==> src/rtl/core/ffpa_pkg.sv <==
// ----------------------------------------------------------------------------
// First-fit partition allocator package
// Shared widths, reset constants, register indexes and request/result types.
// ----------------------------------------------------------------------------
`default_nettype none

package ffpa_pkg;

    localparam int NUM_REGS       = 4;
    localparam int SIZE_W         = 12;
    localparam int ADDR_W         = 14;
    localparam int COUNT_W        = 3;
    localparam int PADDR_W        = 4;
    localparam int PDATA_W        = 32;
    localparam int DEF_PARTITIONS = 4;

    typedef logic [NUM_REGS-1:0][SIZE_W-1:0] size_array_t;

    localparam size_array_t SIZE_RESET = {12'd100, 12'd150, 12'd250, 12'd500};

    typedef enum logic [1:0] {
        REG_SIZE_0 = 2'd0,
        REG_SIZE_1 = 2'd1,
        REG_SIZE_2 = 2'd2,
        REG_SIZE_3 = 2'd3
    } reg_index_t;

    typedef enum logic {
        CMD_ALLOCATE = 1'b0,
        CMD_RELEASE  = 1'b1
    } command_t;

    typedef struct packed {
        command_t          command;
        logic [SIZE_W-1:0] request_size;
        logic [ADDR_W-1:0] release_base;
    } request_t;

    typedef struct packed {
        logic               success;
        logic [ADDR_W-1:0]  granted_base;
        logic [ADDR_W-1:0]  used_total;
        logic [COUNT_W-1:0] used_count;
        logic [COUNT_W-1:0] free_count;
        logic [ADDR_W-1:0]  free_total;
        logic [ADDR_W-1:0]  free_usable_total;
    } result_t;

endpackage

`default_nettype wire

==> src/rtl/core/ffpa_engine.sv <==
// ----------------------------------------------------------------------------
// First-fit partition allocator engine
// Scans all partitions in parallel, picks the first fitting or matching one,
// and computes the updated occupancy and the usage figures.
// ----------------------------------------------------------------------------
`default_nettype none

module ffpa_engine #(
    parameter int PARTITIONS = ffpa_pkg::DEF_PARTITIONS
) (
    input  ffpa_pkg::request_t                             request,
    input  ffpa_pkg::size_array_t                          sizes,
    input  logic [PARTITIONS-1:0][ffpa_pkg::SIZE_W-1:0]    occ,
    output logic [PARTITIONS-1:0][ffpa_pkg::SIZE_W-1:0]    occ_update,
    output ffpa_pkg::result_t                              result
);

    logic [ffpa_pkg::ADDR_W-1:0]  addr;
    logic [ffpa_pkg::ADDR_W-1:0]  granted;
    logic [ffpa_pkg::ADDR_W-1:0]  used_total;
    logic [ffpa_pkg::ADDR_W-1:0]  usable;
    logic [ffpa_pkg::COUNT_W-1:0] used_count;
    logic                         done;

    always_comb
    begin
        addr       = '0;
        granted    = '0;
        done       = 1'b0;
        occ_update = occ;
        for (int i = 0; i < PARTITIONS; i++)
        begin
            if (!done)
            begin
                if (request.command == ffpa_pkg::CMD_ALLOCATE)
                begin
                    if ((request.request_size != '0) && (occ[i] == '0) &&
                        (sizes[i] >= request.request_size))
                    begin
                        occ_update[i] = request.request_size;
                        granted       = addr;
                        done          = 1'b1;
                    end
                end
                else if ((addr == request.release_base) && (occ[i] != '0))
                begin
                    occ_update[i] = '0;
                    done          = 1'b1;
                end
            end
            addr = addr + {2'b00, sizes[i]};
        end
    end

    always_comb
    begin
        used_total = '0;
        usable     = '0;
        used_count = '0;
        for (int i = 0; i < PARTITIONS; i++)
        begin
            if (occ_update[i] != '0)
            begin
                used_total = used_total + {2'b00, occ_update[i]};
                used_count = used_count + 3'd1;
            end
            else
            begin
                usable = usable + {2'b00, sizes[i]};
            end
        end
    end

    always_comb
    begin
        result.success           = done;
        result.granted_base      = granted;
        result.used_total        = used_total;
        result.used_count        = used_count;
        result.free_count        = ffpa_pkg::COUNT_W'(PARTITIONS) - used_count;
        result.free_total        = (addr >= used_total) ? (addr - used_total) : '0;
        result.free_usable_total = usable;
    end

endmodule

`default_nettype wire

==> src/rtl/core/first_fit_partition_allocator.sv <==
// ----------------------------------------------------------------------------
// First-fit partition allocator
// Fixed partitions back to back from address zero, with first-fit allocate
// and release by start address.
// ----------------------------------------------------------------------------
// A request is taken at a rising edge where start is high and busy is low.
// busy never rises, so a request can be taken in every cycle.
// The request is registered, evaluated in the following cycle against the
// current occupancy, and its result is registered and shown on result for
// exactly one cycle with result_valid high.
// The receiver cannot stall; each result must be taken in its cycle.
// Throughput is one request per cycle, set by the single evaluation stage
// that reads and writes the occupancy registers in the same cycle.
// The APB port writes and reads the four partition sizes at byte addresses
// 0, 4, 8 and 12; sizes should only change while no request is in flight.
// Reset marks every partition free and loads the sizes 500, 250, 150, 100.
// ----------------------------------------------------------------------------
`default_nettype none

module first_fit_partition_allocator #(
    parameter int PARTITIONS = ffpa_pkg::DEF_PARTITIONS
) (
    input  logic                          clk,
    input  logic                          rst_n,
    input  logic                          start,
    output logic                          busy,
    input  ffpa_pkg::request_t            request,
    output logic                          result_valid,
    output ffpa_pkg::result_t             result,
    input  logic                          psel,
    input  logic                          penable,
    input  logic                          pwrite,
    input  logic [ffpa_pkg::PADDR_W-1:0]  paddr,
    input  logic [ffpa_pkg::PDATA_W-1:0]  pwdata,
    output logic [ffpa_pkg::PDATA_W-1:0]  prdata,
    output logic                          pready
);

    ffpa_pkg::size_array_t                       size_reg;
    ffpa_pkg::size_array_t                       size_next;
    logic [PARTITIONS-1:0][ffpa_pkg::SIZE_W-1:0] occ_reg;
    logic [PARTITIONS-1:0][ffpa_pkg::SIZE_W-1:0] occ_next;
    logic [PARTITIONS-1:0][ffpa_pkg::SIZE_W-1:0] occ_update;
    ffpa_pkg::request_t                          req_reg;
    logic                                        req_valid_reg;
    ffpa_pkg::result_t                           result_reg;
    ffpa_pkg::result_t                           result_update;
    logic                                        result_valid_reg;
    logic                                        accept;
    logic                                        cfg_write;
    ffpa_pkg::reg_index_t                        cfg_index;

    assign busy      = 1'b0;
    assign pready    = 1'b1;
    assign accept    = start && !busy;
    assign cfg_write = psel && penable && pwrite && pready;
    assign cfg_index = ffpa_pkg::reg_index_t'(paddr[ffpa_pkg::PADDR_W-1:2]);

    always_comb
    begin
        size_next = size_reg;
        if (cfg_write)
        begin
            case (cfg_index)
                ffpa_pkg::REG_SIZE_0: size_next[ffpa_pkg::REG_SIZE_0] = pwdata[11:0];
                ffpa_pkg::REG_SIZE_1: size_next[ffpa_pkg::REG_SIZE_1] = pwdata[11:0];
                ffpa_pkg::REG_SIZE_2: size_next[ffpa_pkg::REG_SIZE_2] = pwdata[11:0];
                ffpa_pkg::REG_SIZE_3: size_next[ffpa_pkg::REG_SIZE_3] = pwdata[11:0];
                default:              size_next = size_reg;
            endcase
        end
    end

    assign prdata = {{(ffpa_pkg::PDATA_W - ffpa_pkg::SIZE_W){1'b0}}, size_reg[cfg_index]};

    ffpa_engine #(
        .PARTITIONS (PARTITIONS)
    ) u_ffpa_engine (
        .request    (req_reg),
        .sizes      (size_reg),
        .occ        (occ_reg),
        .occ_update (occ_update),
        .result     (result_update)
    );

    assign occ_next = req_valid_reg ? occ_update : occ_reg;

    always_ff @(posedge clk or negedge rst_n)
    begin
        if (!rst_n)
        begin
            size_reg         <= ffpa_pkg::SIZE_RESET;
            occ_reg          <= '0;
            req_valid_reg    <= 1'b0;
            result_valid_reg <= 1'b0;
        end
        else
        begin
            size_reg         <= size_next;
            occ_reg          <= occ_next;
            req_valid_reg    <= accept;
            result_valid_reg <= req_valid_reg;
        end
    end

    always_ff @(posedge clk)
    begin
        if (accept)
        begin
            req_reg <= request;
        end
        if (req_valid_reg)
        begin
            result_reg <= result_update;
        end
    end

    assign result_valid = result_valid_reg;
    assign result       = result_reg;

endmodule

`default_nettype wire

==> config.mk <==
export PLATFORM = sky130hd
export DESIGN_NAME = first_fit_partition_allocator
export DESIGN_NICKNAME = d
export VERILOG_FILES = /design/src/rtl/core/ffpa_pkg.sv /design/src/rtl/core/ffpa_engine.sv /design/src/rtl/core/first_fit_partition_allocator.sv
export SDC_FILE = /design/constraint.sdc
export NUM_CORES = 1
export LEC_CHECK = 0
export BUFFER_PORTS_ARGS = -buffer_cell sky130_fd_sc_hd__buf_4
export CORE_AREA = 4 4 207 209
export DETAILED_ROUTE_END_ITERATION = 8
export DIE_AREA = 0 0 211 213
export GPL_ROUTABILITY_DRIVEN = 0
export SYNTH_ARGS = -nofsm -noshare
export SYNTH_HDL_FRONTEND = slang
export SYNTH_SLANG_ARGS = --single-unit
==> constraint.sdc <==
create_clock -name clk -period 10.1 [get_ports clk]
set_input_delay 1.01 -clock clk [delete_from_list [all_inputs] [get_ports clk]]
set_output_delay 1.01 -clock clk [all_outputs]
set_load 0.005 [all_outputs]
==> results.json, run 1 <==
{
  "tightest_slew_ns": 1.01,
  "final_layout_size_suffix_gt1_frac": 0.212,
  "setup_viol": 0,
  "cpMaxStageDelayCell": "dfrtp_1",
  "clk_pin_slew_ns": 0.07,
  "synth.ff_latch_count": 187,
  "areaGrowthSynthToFinish_pct": 12.7,
  "final-max-slew-violation-count": 0,
  "cp_slowest_stage_delay_ns": 0.66,
  "drt-total-wl_mm": 52.2,
  "synth_area_um2": 16300,
  "die_area_um2": 44900,
  "grt_pass1_wl_mm": 78.9,
  "worst_ep_required_time_ns": 10.32,
  "slew_headroom": 0.324,
  "status": "finished, final reports clean",
  "largest_reg_flops": 62,
  "clock_latency_ns": 0.47,
  "hold_buffers": 0,
  "tns_ns": 0,
  "crit_path_end_kind": "register",
  "fin_nets": 2034,
  "hold_violations": 0,
  "crit_path_max_fanout": 14,
  "drc_errors": 0,
  "fin_worst_skew_ns": 0.0108,
  "synthDistinctLibCells": 84,
  "yosysWarnings": 0,
  "synth_sequential_area_ratio": 0.316,
  "die_width_um": 211,
  "cts_buffers": 17,
  "antenna_found_initial": 0,
  "drtPass1Iterations": 9,
  "wl_per_cell_um": 22.4,
  "drtIter0Drc": 1377,
  "grt.overflow.total": 0,
  "grt_max_degree": 67,
  "r2r_setup_slack_ns": 0.69,
  "htreeDepth": 4,
  "timing.final.crit_share": 0.932,
  "worstSetupPathType": "register to register",
  "post-cts-setup-buffers": 0,
  "clockBufferDepth": 2,
  "r2r.worst_path.cells": 38,
  "async_flop_share": 0.524,
  "start_util": 0.399,
  "fmax_ghz": 0.106,
  "synth_edf_count": 89,
  "rsz0062_at_grt": "false",
  "grt_pass1_vias": 13100,
  "start_kind": "register",
  "routed-via-count": 13700,
  "io_pins": 167,
  "synthFlopType": "edfxtp_1",
  "viasPerCell": 5.90,
  "hpwl_mm": 40.3,
  "r2r-start": "size_reg[1]",
  "grt_use_total": 0.230,
  "arrival_ns": 9.63,
  "avgSynthCellArea_um2": 9.77,
  "io_buffers": 122,
  "post_cts_resized": 0,
  "path_common_cell": "ha_1",
  "netlist_instances": 1667,
  "die_h_um": 213,
  "finalCriticalPeriod_ns": 9.41,
  "r2r-end": "result[16]",
  "cts.sinks": 187,
  "ant_nets": 0,
  "maxCapViolCount": 0,
  "clk_root_buffer_cell": "clkbuf_16",
  "coreArea_um2": 40800,
  "fp-row-count": 74,
  "holdCritPathClass": "input port to async pin",
  "cts_tree": "done"
}
==> cell type report <==
| type | instances | area, µm² |
|---|---|---|
| clock buffers | 18 | 429 |
| repair buffers | 153 | 1150 |
| well taps | 532 | 666 |
| inverters | 82 | 308 |
| fillers | 3872 | 22500 |
| multi-input cells | 1340 | 10500 |
| flip-flops and latches | 187 | 5150 |
| clock inverters | 14 | 150 |
| diodes | 1 | 2.50 |
==> critical path, delay by kind of cell, from the launching register on <==
family,cells,cell delay [ns]
compound gates,18,3.93
simple gates,9,1.87
fa+ha+maj,5,1.52
flops,1,0.66
xor+xnor,2,0.53
buf+inv,3,0.53
mux,1,0.10
==> placed cells by master (no fill, tap or decap), drive strengths merged, types with 34 or more instances in the layout <==
cell type  Yosys  final
nand3         38     38
buf           43    153
o21ai        100    100
nor2         122    122
nand2         89     89
xnor2         87     87
nor3          34     34
edfxtp        89     89
xor2          42     42
inv           82     90
a21oi        112    112
dfrtp         79     79
ha           174    174
a21o          61     61
mux2         138    138
==> cell families after synthesis <==
kind of cell    count (synthesis)  share of synthesized area
simple gates                  422                      0.127
compound gates                415                      0.167
flops                         187                      0.316
fa+ha+maj                     184                      0.146
mux                           164                      0.123
buf+inv                       160                     0.0452
xor+xnor                      133                     0.0754
other cells                     2                   0.000461
==> Yosys cell counts, drive strengths merged, types with 8 or more instances <==
cell type	number	area share
a211oi	11	0.0051
buf	43	0.018
ha	174	0.13
or3	8	0.0031
nor2b	22	0.0084
or2	9	0.0035
a21oi	112	0.035
a222oi	12	0.0074
nor3	34	0.010
and3	10	0.0038
fa	10	0.012
nand2	89	0.021
dfstp	19	0.031
xor2	42	0.023
and2	20	0.0078
nand3	38	0.012
edfxtp	89	0.16
a211o	9	0.0048
o21bai	11	0.0051
o21ai	100	0.031
a31oi	11	0.0042
clkbuf	35	0.0081
mux2	138	0.097
mux4	12	0.017
xnor2	87	0.047
o21a	18	0.0083
dfrtp	79	0.12
nor4	20	0.0081
nand2b	15	0.0058
inv	82	0.019
nor2	122	0.028
nand4	20	0.0077
mux2i	14	0.0086
a21o	61	0.028
==> worst max path at each step <==
stage / start / to / slack (ns) / depth (start not counted)
3_3_place_gp: size_reg[1] / result[17] / 0.78 / 36
3_5_place_dp: size_reg[4] / result[16] / 0.72 / 38
6_report: size_reg[1] / result[16] / 0.69 / 38
2_1_floorplan: req_reg[14] / result[18] / 1.70 / 37
4_1_cts: size_reg[0] / result[16] / 0.69 / 37
5_1_grt: size_reg[0] / result[16] / 0.08 / 37
==> per-stage QoR <==
step            util  setup WS, ns  hold WS [ns]  area (µm²)  instances
5_1_grt        0.450        0.0776         0.555       18400       2326
2_1_floorplan      -          1.70         0.489       16400       1687
3_3_place_gp   0.435         0.782         0.507       17800       2294
3_5_place_dp   0.435         0.718         0.514       17800       2294
6_report       0.450         0.690         0.532       18400       2327
4_1_cts        0.449         0.694         0.525       18400       2326
==> metal layers <==
| metal | vias up | share of wire | track usage |
|---|---|---|---|
| li1 | 6380 | - | - |
| met3 | 116 | 0.066 | 0.0332 |
| met4 | 0 | 0.043 | 0.101 |
| met5 | - | 0 | 0 |
| met2 | 547 | 0.45 | 0.364 |
| met1 | 6685 | 0.44 | 0.317 |
Power of run 1 is left out: the tool's default activity adds up to more than one toggle a clock period on the data nets, which glitch-free logic cannot reach.
==> inputs of run 2 (changes only) <==
PLACE_DENSITY = 0.57   (was default)
==> run 2 against run 1 <==
Core utilization rose by 0.13 points. Clock-buffer cell count fell by 1. Sequential share of layout area fell by 0.084 points. Critical path type unchanged. Critical endpoint is now result[17]. Largest cell class unchanged.
==> results.json, run 2 (synthesis gave the netlist of run 1 again) <==
{
  "hp-start": "occ_reg[30]",
  "final_layout_size_suffix_gt1_frac": 0.216,
  "fin_worst_skew_ns": 0.0126,
  "clock_latency_ns": 0.47,
  "coreArea_um2": 40800,
  "wl_per_cell_um": 22.2,
  "arrival_ns": 9.54,
  "crit_start": "size_reg[0]",
  "grt.overflow.total": 0,
  "areaGrowthSynthToFinish_pct": 13.1,
  "grt_max_degree": 61,
  "ant_nets": 0,
  "antenna_found_initial": 2,
  "start_util": 0.399,
  "timing.final.crit_share": 0.924,
  "clk_pin_slew_ns": 0.08,
  "fp-row-count": 74,
  "viasPerCell": 5.83,
  "drc_errors": 0,
  "r2r-end": "result[17]",
  "clockBufferDepth": 2,
  "crit_path_max_fanout": 14,
  "io_pins": 167,
  "path_common_cell": "ha_1",
  "antennaDiodeCount": 0,
  "post_cts_resized": 0,
  "multi_input_area_um2": 10500,
  "status": "finished, final reports clean",
  "grt_use_total": 0.229,
  "drt-total-wl_mm": 51.8,
  "fin_nets": 2040,
  "holdCritPathClass": "register to register",
  "start_kind": "register",
  "crit_path_end_kind": "register",
  "die_h_um": 213,
  "worst_ep_required_time_ns": 10.32,
  "cp_slowest_stage_delay_ns": 0.54,
  "r2r_setup_slack_ns": 0.77,
  "final_common_cell": "ha_1",
  "clk_root_buffer_cell": "clkbuf_16",
  "cts_buffers": 17,
  "routed-via-count": 13600,
  "largest_reg_flops": 62,
  "hold_buffers": 0,
  "cts_tree": "done",
  "regArea_um2": 5150,
  "tns_ns": 0,
  "rsz0062_at_grt": "false",
  "hpwl_mm": 40.6,
  "tightest_slew_ns": 0.845,
  "worstSetupPathType": "register to register",
  "critPathCapture": "result[17]",
  "final-max-slew-violation-count": 0,
  "post-cts-setup-buffers": 0,
  "fmax_ghz": 0.107,
  "r2r-start": "size_reg[0]",
  "maxCapViolCount": 0,
  "grt_pass1_wl_mm": 78.3,
  "die_width_um": 211,
  "htreeDepth": 4,
  "cpMaxStageDelayCell": "a311oi_4",
  "drtPass1Iterations": 6,
  "fin_area_um2": 18400,
  "grt_pass1_vias": 13300,
  "io_buffers": 122,
  "fill_cells": 3889,
  "die_area_um2": 44900,
  "slew_headroom": 0.431,
  "finalCriticalPeriod_ns": 9.33,
  "placed_area_um2": 17800,
  "setup_viol": 0,
  "final_cell_mix": "ha_1, buf_4, mux2_2",
  "drtIter0Drc": 1049,
  "cts.sinks": 187,
  "r2r.worst_path.cells": 39,
  "holdWs_ns": 0.543,
  "hold_violations": 0
}
## run 2: cell type report
cell class,count,area share
Tap cell,532,0.0361
Multi-Input combinational cell,1340,0.571
Timing Repair Buffer,159,0.0648
Clock inverter,15,0.00822
Clock buffer,17,0.0231
Sequential cell,187,0.280
Inverter,82,0.0167
## run 2: how the worst min path moves through the flow
stage | endpoint | slack (ns) | depth (start not counted)
global route | occ_reg[16] | 0.56 | 1
finish | occ_reg[30] | 0.54 | 1
detailed placement | occ_reg[29] | 0.52 | 1
CTS | occ_reg[44] | 0.54 | 1
floorplan | occ_reg[18] | 0.49 | 1
global placement | occ_reg[21] | 0.51 | 1
## run 2: routing by layer
metal | part of all wire | global-route usage | routed length, µm
met1 | 0.45 | 0.311 | 23100
met5 | 0.00014 | 0 | 7
met3 | 0.062 | 0.0381 | 3230
met2 | 0.46 | 0.368 | 23800
met4 | 0.033 | 0.0890 | 1710
## run 2: stage by stage
| stage | util | setup slack, ns | instances |
|---|---|---|---|
| after floorplan | - | 1.70 | 1687 |
| after global placement | 0.436 | 0.762 | 2300 |
| after detailed placement | 0.436 | 0.713 | 2300 |
| after CTS | 0.450 | 0.636 | 2332 |
| after global routing | 0.451 | 0.106 | 2332 |
| final | 0.451 | 0.772 | 2332 |
## run 2: critical path: cells and delay by family, from the launching register on
kind,cells,cell delay (ns)
multiplexers,1,0.28
adder cells (fa/ha/maj),6,2.02
AO/OA/AOI/OAI,14,2.99
XOR/XNOR,2,0.22
AND/OR/NAND/NOR,13,2.41
flip-flops,1,0.50
buffers and inverters,3,0.65
Power of run 2 is left out for the same reason.
==> inputs of run 3 (changes only) <==
--- a/config.mk
+++ b/config.mk
@@ -7,9 +7,11 @@
 export LEC_CHECK = 0
 export BUFFER_PORTS_ARGS = -buffer_cell sky130_fd_sc_hd__buf_4
-export CORE_AREA = 4 4 207 209
+export CELL_PAD_IN_SITES_DETAIL_PLACEMENT = 1
+export CELL_PAD_IN_SITES_GLOBAL_PLACEMENT = 2
+export CORE_AREA = 4 4 210 212
 export DETAILED_ROUTE_END_ITERATION = 8
-export DIE_AREA = 0 0 211 213
+export DIE_AREA = 0 0 214 216
 export GPL_ROUTABILITY_DRIVEN = 0
-export PLACE_DENSITY = 0.57
+export PLACE_DENSITY = 0.81
 export SYNTH_ARGS = -nofsm -noshare
 export SYNTH_HDL_FRONTEND = slang
==> constraint.sdc (replaced) <==
create_clock -name clk -period 10.1 [get_ports clk]
set_input_delay 0.505 -clock clk [delete_from_list [all_inputs] [get_ports clk]]
set_output_delay 0.505 -clock clk [all_outputs]
set_load 0.005 [all_outputs]
==> run 3 against run 2 <==
Highest routed layer is now met4. Flip-flop and latch count unchanged. Via count up 1.5%. Non-clock buffer count down 2.
==> results.json, run 3 (synthesis gave the netlist of run 1 again) <==
{
  "grt_max_degree": 70,
  "clockBufferDepth": 2,
  "hold_violations": 0,
  "fmax_ghz": 0.106,
  "slew_headroom": 0.356,
  "htreeDepth": 4,
  "maxCapViolCount": 0,
  "timing.final.crit_share": 0.934,
  "routed-via-count": 13800,
  "viasPerCell": 5.90,
  "worstSetupPathType": "register to register",
  "cts_buffers": 17,
  "antenna_found_initial": 1,
  "setup_viol": 0,
  "dp.cells": 2304,
  "die_h_um": 216,
  "fp-row-count": 75,
  "holdCritPathClass": "input port to register",
  "grt_use_total": 0.247,
  "cp_slowest_stage_delay_ns": 0.56,
  "final_cell_mix": "ha_1, buf_4, mux2_2",
  "crit_path_max_fanout": 14,
  "clk_pin_slew_ns": 0.08,
  "r2r.worst_path.cells": 38,
  "die_width_um": 214,
  "grt.overflow.total": 0,
  "final-max-slew-violation-count": 0,
  "cts.sinks": 187,
  "arrival_ns": 9.66,
  "largest_reg_flops": 62,
  "worst_ep_required_time_ns": 10.33,
  "tns_ns": 0,
  "coreArea_um2": 41900,
  "hold_depth": 1,
  "wl_per_cell_um": 24.8,
  "cpMaxStageDelayCell": "edfxtp_1",
  "rsz0062_at_grt": "false",
  "areaGrowthSynthToFinish_pct": 13.1,
  "finalCriticalPeriod_ns": 9.43,
  "layout_setup_ws_ns": 0.670,
  "status": "finished, final reports clean",
  "clk_root_buffer_cell": "clkbuf_16",
  "ant_nets": 0,
  "crit_path_end_kind": "register",
  "antennaDiodeCount": 0,
  "hpwl_mm": 44.8,
  "grt_pass1_wl_mm": 87.1,
  "clock_latency_ns": 0.48,
  "cts_tree": "done",
  "die_area_um2": 46200,
  "drtIter0Drc": 977,
  "fin_cells": 2337,
  "grt_pass1_vias": 14200,
  "io_pins": 167,
  "final_layout_size_suffix_gt1_frac": 0.211,
  "start_util": 0.388,
  "start_kind": "register",
  "drc_errors": 0,
  "drt-total-wl_mm": 58.0,
  "post-place-ws_ns": 0.659,
  "tightest_slew_ns": 0.966,
  "io_buffers": 122,
  "fin_nets": 2038,
  "fin_worst_skew_ns": 0.0118,
  "drtPass1Iterations": 6,
  "final_common_cell": "ha_1"
}
[run 3: final timing paths]
| check | from | endpoint | slack, ns |
|---|---|---|---|
| hold / removal | request[0] | req_reg[0] | 0.19 |
| min in group asynchronous | rst_n | occ_reg[47] | 0.52 |
| hold reg to reg | occ_reg[18] | occ_reg[18] | 0.53 |
| max in group asynchronous | rst_n | req_valid_reg | 8.20 |
| setup reg to reg | req_reg[20] | result[17] | 0.67 |
| setup / recovery | req_reg[20] | result[17] | 0.67 |
[run 3: through the flow]
step / hold slack (ns) / utilization / area, µm²
after global routing: 0.175 / 0.439 / 18400
after CTS: 0.167 / 0.438 / 18400
after floorplan: 0.209 / - / 16400
after detailed placement: 0.485 / 0.424 / 17800
final: 0.193 / 0.439 / 18400
after global placement: 0.492 / 0.424 / 17800
[run 3: critical path: cells and delay by family (launching register included)]
family          cells  cell delay (ns)
simple gates       13             2.35
buf+inv             2             0.50
compound gates     15             2.94
mux                 2             0.65
fa+ha+maj           6             2.14
flops               1             0.56
[run 3: repair_timing]
action / in CTS / in global routing
hold endpoints to repair: 29 / 0
hold buffers: 1 / 0
buffers inserted: 0 / 0
gates resized for setup: 0 / 4
setup endpoints to repair: 0 / 14
[run 3: layout make-up]
| cell class | instances | area [µm²] |
|---|---|---|
| well taps | 539 | 674 |
| fillers | 4750 | 23500 |
| inverters | 82 | 308 |
| multi-input cells | 1340 | 10500 |
| clock buffers | 19 | 433 |
| flip-flops and latches | 187 | 5150 |
| repair buffers | 157 | 1180 |
| clock inverters | 13 | 141 |
[run 3: layer usage]
layer | track usage | vias up | share of wire
li1 | - | 6383 | -
met1 | 0.331 | 6905 | 0.45
met2 | 0.395 | 413 | 0.45
met3 | 0.0450 | 90 | 0.058
met4 | 0.104 | 0 | 0.042
met5 | 0 | - | 0
Power of run 3 is left out for the same reason.
